$ cat config.mk
export PLATFORM = sky130hd
export DESIGN_NAME = dci_queue
export DESIGN_NICKNAME = d
export VERILOG_FILES = /design/src/rtl/dci_pkg.sv /design/src/rtl/dci_queue.sv
export SDC_FILE = /design/constraint.sdc
export NUM_CORES = 1
export LEC_CHECK = 0
export BUFFER_PORTS_ARGS = -buffer_cell sky130_fd_sc_hd__clkbuf_2
export CAP_MARGIN = 10
export CELL_PAD_IN_SITES_DETAIL_PLACEMENT = 1
export CELL_PAD_IN_SITES_GLOBAL_PLACEMENT = 1
export CORE_AREA = 3 3 390 392
export CTS_CLUSTER_SIZE = 20
export DETAILED_ROUTE_END_ITERATION = 8
export DIE_AREA = 0 0 393 395
export GPL_TIMING_DRIVEN = 0
export MAX_ROUTING_LAYER = met4
export PLACE_DENSITY_LB_ADDON = 0.1
export SYNTH_ARGS = -nofsm -noshare
export SYNTH_HDL_FRONTEND = slang
export SYNTH_SLANG_ARGS = --single-unit
$ cat constraint.sdc
create_clock -name clk -period 15.2 [get_ports clk]
set_input_delay 3.04 -clock clk [delete_from_list [all_inputs] [get_ports clk]]
set_output_delay 3.04 -clock clk [all_outputs]
set_load 0.01 [all_outputs]
$ cat src/rtl/dci_pkg.sv
// Shared types, constants and step functions for the disc collision impulse unit.
package dci_pkg;

    localparam int WORD_BITS = 32;
    localparam int FRAC_BITS = 16;
    localparam int NORM_BITS = 30;
    localparam int IN_BITS = 384;
    localparam int OUT_BITS = 8 * WORD_BITS;
    localparam int SQRT_STAGES = WORD_BITS;
    localparam int DIV_STAGES = NORM_BITS + 1;
    localparam int QUEUE_DEPTH = 4;
    localparam int QPTR_BITS = $clog2(QUEUE_DEPTH);
    localparam int CFG_BITS = 17;
    localparam int CFG_IDX_BITS = 2;

    localparam logic [CFG_IDX_BITS-1:0] CFG_RESTITUTION = 2'd0;
    localparam logic [CFG_IDX_BITS-1:0] CFG_MIN_DISTANCE = 2'd1;
    localparam logic [CFG_BITS-1:0] RESTITUTION_RESET = 17'd32768;
    localparam logic [CFG_BITS-1:0] MIN_DISTANCE_RESET = 17'd66;

    typedef enum logic [2:0] {
        ST_NO_OVERLAP = 3'd0,
        ST_COINCIDENT = 3'd1,
        ST_SEPARATING = 3'd2,
        ST_RESOLVED   = 3'd3,
        ST_ZERO_MASS  = 3'd4
    } status_t;

    typedef logic signed [WORD_BITS-1:0] word_t;

    typedef struct packed {
        word_t       ax;
        word_t       ay;
        word_t       avx;
        word_t       avy;
        word_t       bx;
        word_t       by;
        word_t       bvx;
        word_t       bvy;
        logic [31:0] rsum;
        logic [30:0] ma;
        logic [30:0] mb;
        logic [31:0] ux;
        logic [31:0] uy;
        logic        sgx;
        logic        sgy;
        status_t     status;
        logic        live;
    } disc_t;

    typedef struct packed {
        disc_t       d;
        logic [31:0] distance;
    } qent_t;

    typedef struct packed {
        logic [63:0] n;
        logic [63:0] res;
    } sq_t;

    // one digit of the integer square root, k counts from the top digit
    function automatic sq_t sq_step(input sq_t s, input int unsigned k);
        sq_t         r;
        logic [63:0] b;
        logic [63:0] t;
        b = 64'd1 << (62 - 2 * k);
        t = s.res + b;
        if (s.n >= t)
        begin
            r.n = s.n - t;
            r.res = (s.res >> 1) + b;
        end
        else
        begin
            r.n = s.n;
            r.res = s.res >> 1;
        end
        return r;
    endfunction

    // restoring divide step: acc = {rem[32:0], dividend bits / quotient bits[30:0]}
    function automatic logic [63:0] div_step(input logic [63:0] acc, input logic [31:0] dv);
        logic [32:0] r;
        logic [30:0] low;
        r = acc[62:30];
        low = {acc[29:0], 1'b0};
        if (r >= {1'b0, dv})
        begin
            r = r - {1'b0, dv};
            low[0] = 1'b1;
        end
        return {r, low};
    endfunction

endpackage

$ cat src/rtl/dci_queue.sv
// Short item queue between the front and back parts.
module dci_queue (
    input  logic           clk,
    input  logic           rst_n,
    input  logic           push,
    input  dci_pkg::qent_t push_data,
    output logic           full,
    input  logic           pop,
    output logic           valid,
    output dci_pkg::qent_t pop_data
);

    localparam int PB = dci_pkg::QPTR_BITS;

    dci_pkg::qent_t mem_reg [dci_pkg::QUEUE_DEPTH];
    logic [PB-1:0]  wr_ptr_reg;
    logic [PB-1:0]  rd_ptr_reg;
    logic [PB:0]    count_reg;
    logic           do_push;
    logic           do_pop;

    assign full = (count_reg == (PB+1)'(dci_pkg::QUEUE_DEPTH));
    assign valid = (count_reg != '0);
    assign do_push = push && !full;
    assign do_pop = pop && valid;
    assign pop_data = mem_reg[rd_ptr_reg];

    always_ff @(posedge clk or negedge rst_n)
    begin
        if (!rst_n)
        begin
            wr_ptr_reg <= '0;
            rd_ptr_reg <= '0;
            count_reg <= '0;
        end
        else
        begin
            if (do_push)
            begin
                wr_ptr_reg <= wr_ptr_reg + 1'b1;
            end
            if (do_pop)
            begin
                rd_ptr_reg <= rd_ptr_reg + 1'b1;
            end
            if (do_push && !do_pop)
            begin
                count_reg <= count_reg + 1'b1;
            end
            else if (do_pop && !do_push)
            begin
                count_reg <= count_reg - 1'b1;
            end
        end
    end

    always_ff @(posedge clk)
    begin
        if (do_push)
        begin
            mem_reg[wr_ptr_reg] <= push_data;
        end
    end

endmodule

==> results by group, run 1 <==
Outcome
  • Status: finished clean

Global route
  • Vias in the first global route: 32900
  • Pin count of the biggest net entering global routing: 59
  • Total gr overflow: 0
  • Initial antenna violation count: 83
  • Overall Global Routing Usage: 0.220
  • First-pass GRT wire length: 235000 µm

Finish
  • Commonest cells after routing, fill and taps aside: 1808 x edfxtp_1, 909 x clkbuf_2, 452 x mux4_2
  • Fillers: 13000
  • Layout Nets: 3993
  • Final Util: 0.533
  • Non-Filler Instances: 5711
  • Max reg flops: 1808
  • Share of layout cells above drive strength 1: 0.469
  • Most common cell after layout, fill and taps aside: edfxtp_1
  • Area growth syn-to-layout: 21.5%
  • Final Cell Area: 0.0795 mm²

Clocking
  • CTS tree: built
  • H-tree Lvls: 4
  • Clk slew on worst S/H paths: 0.06 ns
  • Hold-fix buffers, CTS: 0
  • Sinks on Clock Net: 1815
  • Clk buf depth: 3
  • CTS buffer count: 186
  • Clock Root Buffer: clkbuf_16
  • Postcts setup bufs: 0
  • Later-pin clock latency in the skew report: 0.78 ns
  • PostCTS Resize Cnt: 0

Setup path
  • Bufs and invs on worst path: 4
  • Most common cell type on the critical path: buf_2
  • Critical Path End Type: output port
  • CP arrival: 3.54 ns
  • Cell family with most CP delay: buffers and inverters
  • Max incr delay on CP: 0.76 ns
  • Required @ worst endpoint: 12.16 ns
  • CP Cell Sequence: buf_2 > clkbuf_1 > buf_2 > mux4_2 > clkbuf_2
  • WS Path Type: flop to output port
  • Worst-path fanout max: 10
  • Critical path launch point type: flop
  • Worst path slowest cell: clkbuf_1

Routing
  • Drt drc: 0
  • DRT iter0 DRCs: 1846
  • Antenna viol nets, final: 0
  • Routed WL: 166000 µm
  • DRT Pass-1 Iters: 5
  • Drt via density: 5.29
  • Vias: 30200
  • DR WL/cell: 29.1 µm

Timing
  • RSZ-0062 raised after global routing: false
  • Fin worst setup slack: 8.62 ns
  • Clk_skew: 0.0277 ns
  • Worst slew pin tran: 0.956 ns
  • TNS Setup: 0 ns
  • Final hold violations: 0
  • Final period util: 0.433
  • Slew Limit Fails: 0
  • Rel. slew slack: 0.362
  • Minimum hold slack: 0.494 ns
  • Final setup violation count: 0
  • Fmax: 0.152 GHz
  • Final min period: 6.58 ns

Placement
  • Cell Area, Placed: 0.0735 mm²
  • Pre-CTS WS: 9.13 ns
  • HPWL after detailed placement: 115000 µm
  • Placed Cells: 5287
  • Port Buffers: 909
  • GP Congestion: 0.783

Power
  • Worst vdd ir: 116 µV
  • Pwr per Cell Area: 204 mW/mm²
  • Leak: 27.0 nW
  • Power Total: 16.2 mW

Synthesis
  • Mean post-synth cell area: 27.3 µm²
  • XOR/XNOR Fraction of Synth Area: 0.000803
  • Yosys cell types: 21
  • Largest family of logic cells by synthesized area: multiplexers
  • Syn_nets: 2858
  • Mux contribution to synthesized area: 0.156
  • Seq/Total Area, Yosys: 0.832
  • Cell area after synthesis: 0.0655 mm²
  • Synth Register Bits: 1815
  • Synthesized-area fraction occupied by adder cells: 0.00126
  • Synth Area in Compound Gates: 0
  • Simple-gate portion of the synthesized area: 0.000879
  • Yosys Warn Count: 0
  • Post-Synthesis Cells: 2396

Job
  • Max-cap violations: 0

Floorplanning
  • Die W: 393 µm
  • DIE HEIGHT: 395 µm
  • Initial core utilization: 0.439
  • Die ar.: 0.155 mm²
  • Cell Rows: 142
  • CORE AREA: 0.149 mm²
  • I/O pin total: 910

Min path
  • Hold Path Class: flop to flop
final cells by class:
| class | count | area [µm²] | share of cell area |
|---|---|---|---|
| Clock inverter | 101 | 902 | 0.0113 |
| Clock buffer | 236 | 4910 | 0.0617 |
| Tap cell | 1944 | 2430 | 0.0306 |
| Sequential cell | 1815 | 54500 | 0.685 |
| Timing Repair Buffer | 947 | 5580 | 0.0702 |
| Multi-Input combinational cell | 476 | 10400 | 0.131 |
| Antenna cell | 87 | 218 | 0.00274 |
| Inverter | 3 | 11.3 | 0.000142 |
| Buffer | 102 | 597 | 0.00751 |
worst paths after layout:
path                               startpoint  slack [ns]         endpoint  depth (start not counted)
worst min-delay path             count_reg[2]        0.49     count_reg[2]                          1
min in group asynchronous               rst_n        2.09     count_reg[2]                          1
worst max-delay path            rd_ptr_reg[1]        8.62    pop_data[338]                          5
worst max register to register   count_reg[2]       11.83  mem_reg[1][115]                          8
worst min register to register   count_reg[2]        0.49     count_reg[2]                          1
max in group asynchronous               rst_n       12.93    wr_ptr_reg[0]                          1
worst reg2reg max path, stage by stage (launching register included):
cell and delay (ns):
dfrtp_1 0.39, nor3b_1 0.16, nor2b_1 0.11, clkbuf_1 0.34
and2_4 0.64, buf_16 0.33, buf_16 0.34, buf_16 0.34
buf_16 0.32
layer usage:
layer | routed length [µm] | track usage | vias to the layer above | share of wire
li1 | - | - | 12900 | -
met4 | 5730 | 0.0838 | 0 | 0.034
met3 | 17900 | 0.0902 | 248 | 0.11
met1 | 59100 | 0.248 | 16100 | 0.36
met5 | 0 | - | - | 0
met2 | 83500 | 0.349 | 981 | 0.50
power breakdown:
group          internal (mW)  switching (mW)  total, mW
sequential              6.60           0.197       6.79
combinational           2.09            2.98       5.07
clock                   2.47            1.86       4.33
total                   11.2            5.04       16.2
cells in the mapped netlist (all sizes together):
library cell / instances / share of area
edfxtp: 1808 / 0.83
mux4: 452 / 0.16
buf: 89 / 0.0084
clkbuf: 13 / 0.00075
dfrtp: 7 / 0.0027
ha: 5 / 0.00096
and2: 4 / 0.00038
xnor2: 4 / 0.00054
inv: 3 / 0.00017
mux2: 2 / 0.00034
xor2: 2 / 0.00027
fa: 1 / 0.00031
nand2: 1 / 0.000057
nand3: 1 / 0.000076
nor2: 1 / 0.000057
nor2b: 1 / 0.000096
nor3b: 1 / 0.00011
or3: 1 / 0.000096
cell families (layout without fill, tap and decap cells):
| logic type | Yosys count | in the layout |
|---|---|---|
| and+or+nand+nor | 10 | 10 |
| xor gates and xnor gates | 6 | 6 |
| other | 0 | 87 |
| muxes | 454 | 454 |
| adders and majority gates | 6 | 6 |
| DFF | 1815 | 1815 |
| buffers and inverters | 105 | 1389 |
Power figures use the tool's default switching activity.
==> run 2: changes to the inputs <==
clock period = 6.38 ns   (was 15.2 ns; I/O delays follow)
==> run 2 against run 1 <==
Compared with the run above: sequential power increased by 140%; critical endpoint is now pop_data[334]; clock skew shrank 0.0072 ns; largest power group unchanged; combinational power rose by 140%; flip-flop and latch count did not move; cell count fell by 0.26%; power increased by 140%; die area is the same; global-route usage decreased by 0.25 points; count of clock-buffer cells in the layout is 2 lower; sequential share of layout area increased by 0.15 points; via count about the same; highest routed layer unchanged.
==> results by group, run 2 (same netlist as run 1, synthesis figures left out) <==
Outcome
  • Status: finished clean

Placement
  • GP Congestion: 0.760 (-3.0%)
  • Placed Cells: 5288 (+0.019%)
  • Cell Area, Placed: 0.0735 mm² (about the same)
  • Port Buffers: 909 (unchanged)
  • Pre-CTS WS: 2.16 ns (-6.97 ns)
  • HPWL after detailed placement: 115000 µm (-0.69%)

Clocking
  • CTS tree: built
  • Hold-fix buffers, CTS: 0 (unchanged)
  • CTS buffer count: 185 (-0.54%)
  • H-tree Lvls: 4 (unchanged)
  • Later-pin clock latency in the skew report: 0.78 ns (about the same)
  • Clk buf depth: 3 (unchanged)
  • Clock Root Buffer: clkbuf_16
  • Postcts setup bufs: 0 (unchanged)
  • Clk slew on worst S/H paths: 0.06 ns (about the same)
  • Sinks on Clock Net: 1815 (unchanged)
  • PostCTS Resize Cnt: 0 (unchanged)

Timing
  • Slew Limit Fails: 0 (unchanged)
  • Final period util: 0.757
  • Final min period: 4.83 ns
  • Final hold violations: 0 (unchanged)
  • TNS Setup: 0 ns (unchanged)
  • Rel. slew slack: 0.361 (-0.00124)
  • Fmax: 0.207 GHz
  • Worst slew pin tran: 0.958 ns (+0.00186 ns)
  • RSZ-0062 raised after global routing: false
  • Fin worst setup slack: 1.55 ns (-7.07 ns)
  • Final setup violation count: 0 (unchanged)
  • Clk_skew: 0.0204 ns (-0.00724 ns)

Setup path
  • Worst path slowest cell: clkbuf_1
  • WS Path Type: flop to output port
  • Critical Path End Type: output port
  • Reg2reg end: mem_reg[2][423]
  • Max incr delay on CP: 0.76 ns (about the same)
  • Most common cell type on the critical path: buf_2
  • CP arrival: 3.55 ns (about the same)
  • Critical path launch point type: flop
  • R2R setup slack: 3.28 ns (-8.55 ns)
  • R2r worst-path depth: 8 (unchanged)
  • CP Cell Sequence: buf_2 > clkbuf_1 > buf_2 > mux4_2 > clkbuf_2
  • Worst R2R Start: count_reg[2]
  • Worst-path fanout max: 10 (unchanged)
  • Required @ worst endpoint: 5.10 ns (-7.06 ns)

Finish
  • Area growth syn-to-layout: 21.2%
  • Share of layout cells above drive strength 1: 0.466 (-0.00265)
  • Max reg flops: 1808 (unchanged)
  • Commonest cells after routing, fill and taps aside: 1808 x edfxtp_1, 909 x clkbuf_2, 452 x mux4_2
  • Layout Nets: 3993 (unchanged)
  • Final Cell Area: 0.0793 mm² (-0.22%)
  • Most common cell after layout, fill and taps aside: edfxtp_1
  • Non-Filler Instances: 5696 (-0.26%)

Global route
  • Total gr overflow: 0 (unchanged)
  • Vias in the first global route: 33200 (+0.99%)
  • Pin count of the biggest net entering global routing: 59 (unchanged)
  • Overall Global Routing Usage: 0.217 (-0.00247)
  • Initial antenna violation count: 81 (-2.4%)
  • First-pass GRT wire length: 233000 µm (-0.98%)

Routing
  • DRT iter0 DRCs: 1900 (+2.9%)
  • Drt drc: 0 (unchanged)
  • Routed WL: 164000 µm (-1.1%)
  • Drt via density: 5.31 (+0.26%)
  • Antenna viol nets, final: 0 (unchanged)
  • DR WL/cell: 28.9 µm (-0.86%)
  • DRT Pass-1 Iters: 5 (unchanged)
  • Vias: 30200 (-0.0033%)

Job
  • Max-cap violations: 0 (unchanged)

Floorplanning
  • DIE HEIGHT: 395 µm (unchanged)
  • CORE AREA: 0.149 mm² (unchanged)
  • Die ar.: 0.155 mm² (unchanged)
  • I/O pin total: 910 (unchanged)
  • Die W: 393 µm (unchanged)
  • Initial core utilization: 0.439 (unchanged)
  • Cell Rows: 142 (unchanged)

Min path
  • Hold Path Class: input pin to asynchronous set/reset pin

Power
  • Leak: 26.9 nW (-0.29%)
  • Pwr per Cell Area: 483 mW/mm² (+140%)
  • Worst vdd ir: 257 µV (+120%)
## run 2: routing by layer
layer | wire length [µm] | vias up | part of all wire | global-route usage
li1 | - | 12900 | - | -
met1 | 58000 | 16100 | 0.35 | 0.235
met2 | 84000 | 976 | 0.51 | 0.354
met3 | 16300 | 271 | 0.099 | 0.0918
met4 | 6150 | 0 | 0.037 | 0.0846
met5 | 0 | - | 0 | -
## run 2: layout make-up
class                      instances  area, µm²
inverter                           3       11.3
buffer                           102        597
tap                             1944       2430
clock buffer                     234       4920
antenna                           79        198
fill                           12900      69900
multi-input combinational        476      10400
timing repair buffer             948       5590
clock inverter                    95        726
sequential                      1815      54500
## run 2: where the power goes
group          switching (mW)  total, mW  leakage (nW)  internal [mW]
Combinational            7.09       12.1          7.56           4.98
Clock                    4.30       10.1          2.74           5.76
Sequential              0.466       16.2          16.6           15.7
Total                    11.9       38.3          26.9           26.4
## run 2: how the worst max path moves through the flow
stage / from / end / cells after the start
after floorplan: push / mem_reg[0][0] / 3
after global placement: push / mem_reg[1][407] / 4
after detailed placement: rd_ptr_reg[1] / pop_data[334] / 5
after CTS: rd_ptr_reg[1] / pop_data[334] / 5
after global routing: rd_ptr_reg[1] / pop_data[330] / 5
final: rd_ptr_reg[1] / pop_data[334] / 5
## run 2: through the flow
step,hold slack [ns],power (mW),util
4_1_cts,0.256,39.0,0.530
2_1_floorplan,0.447,23.7,-
6_report,0.341,38.3,0.532
3_5_place_dp,0.492,28.9,0.492
5_1_grt,0.287,40.1,0.532
3_3_place_gp,0.468,29.3,0.485
## run 2: worst max-delay path, delay by kind of cell (launching register included)
kind     cells  cell delay, ns
mux          1            0.38
buf+inv      4            1.92
flops        1            0.45
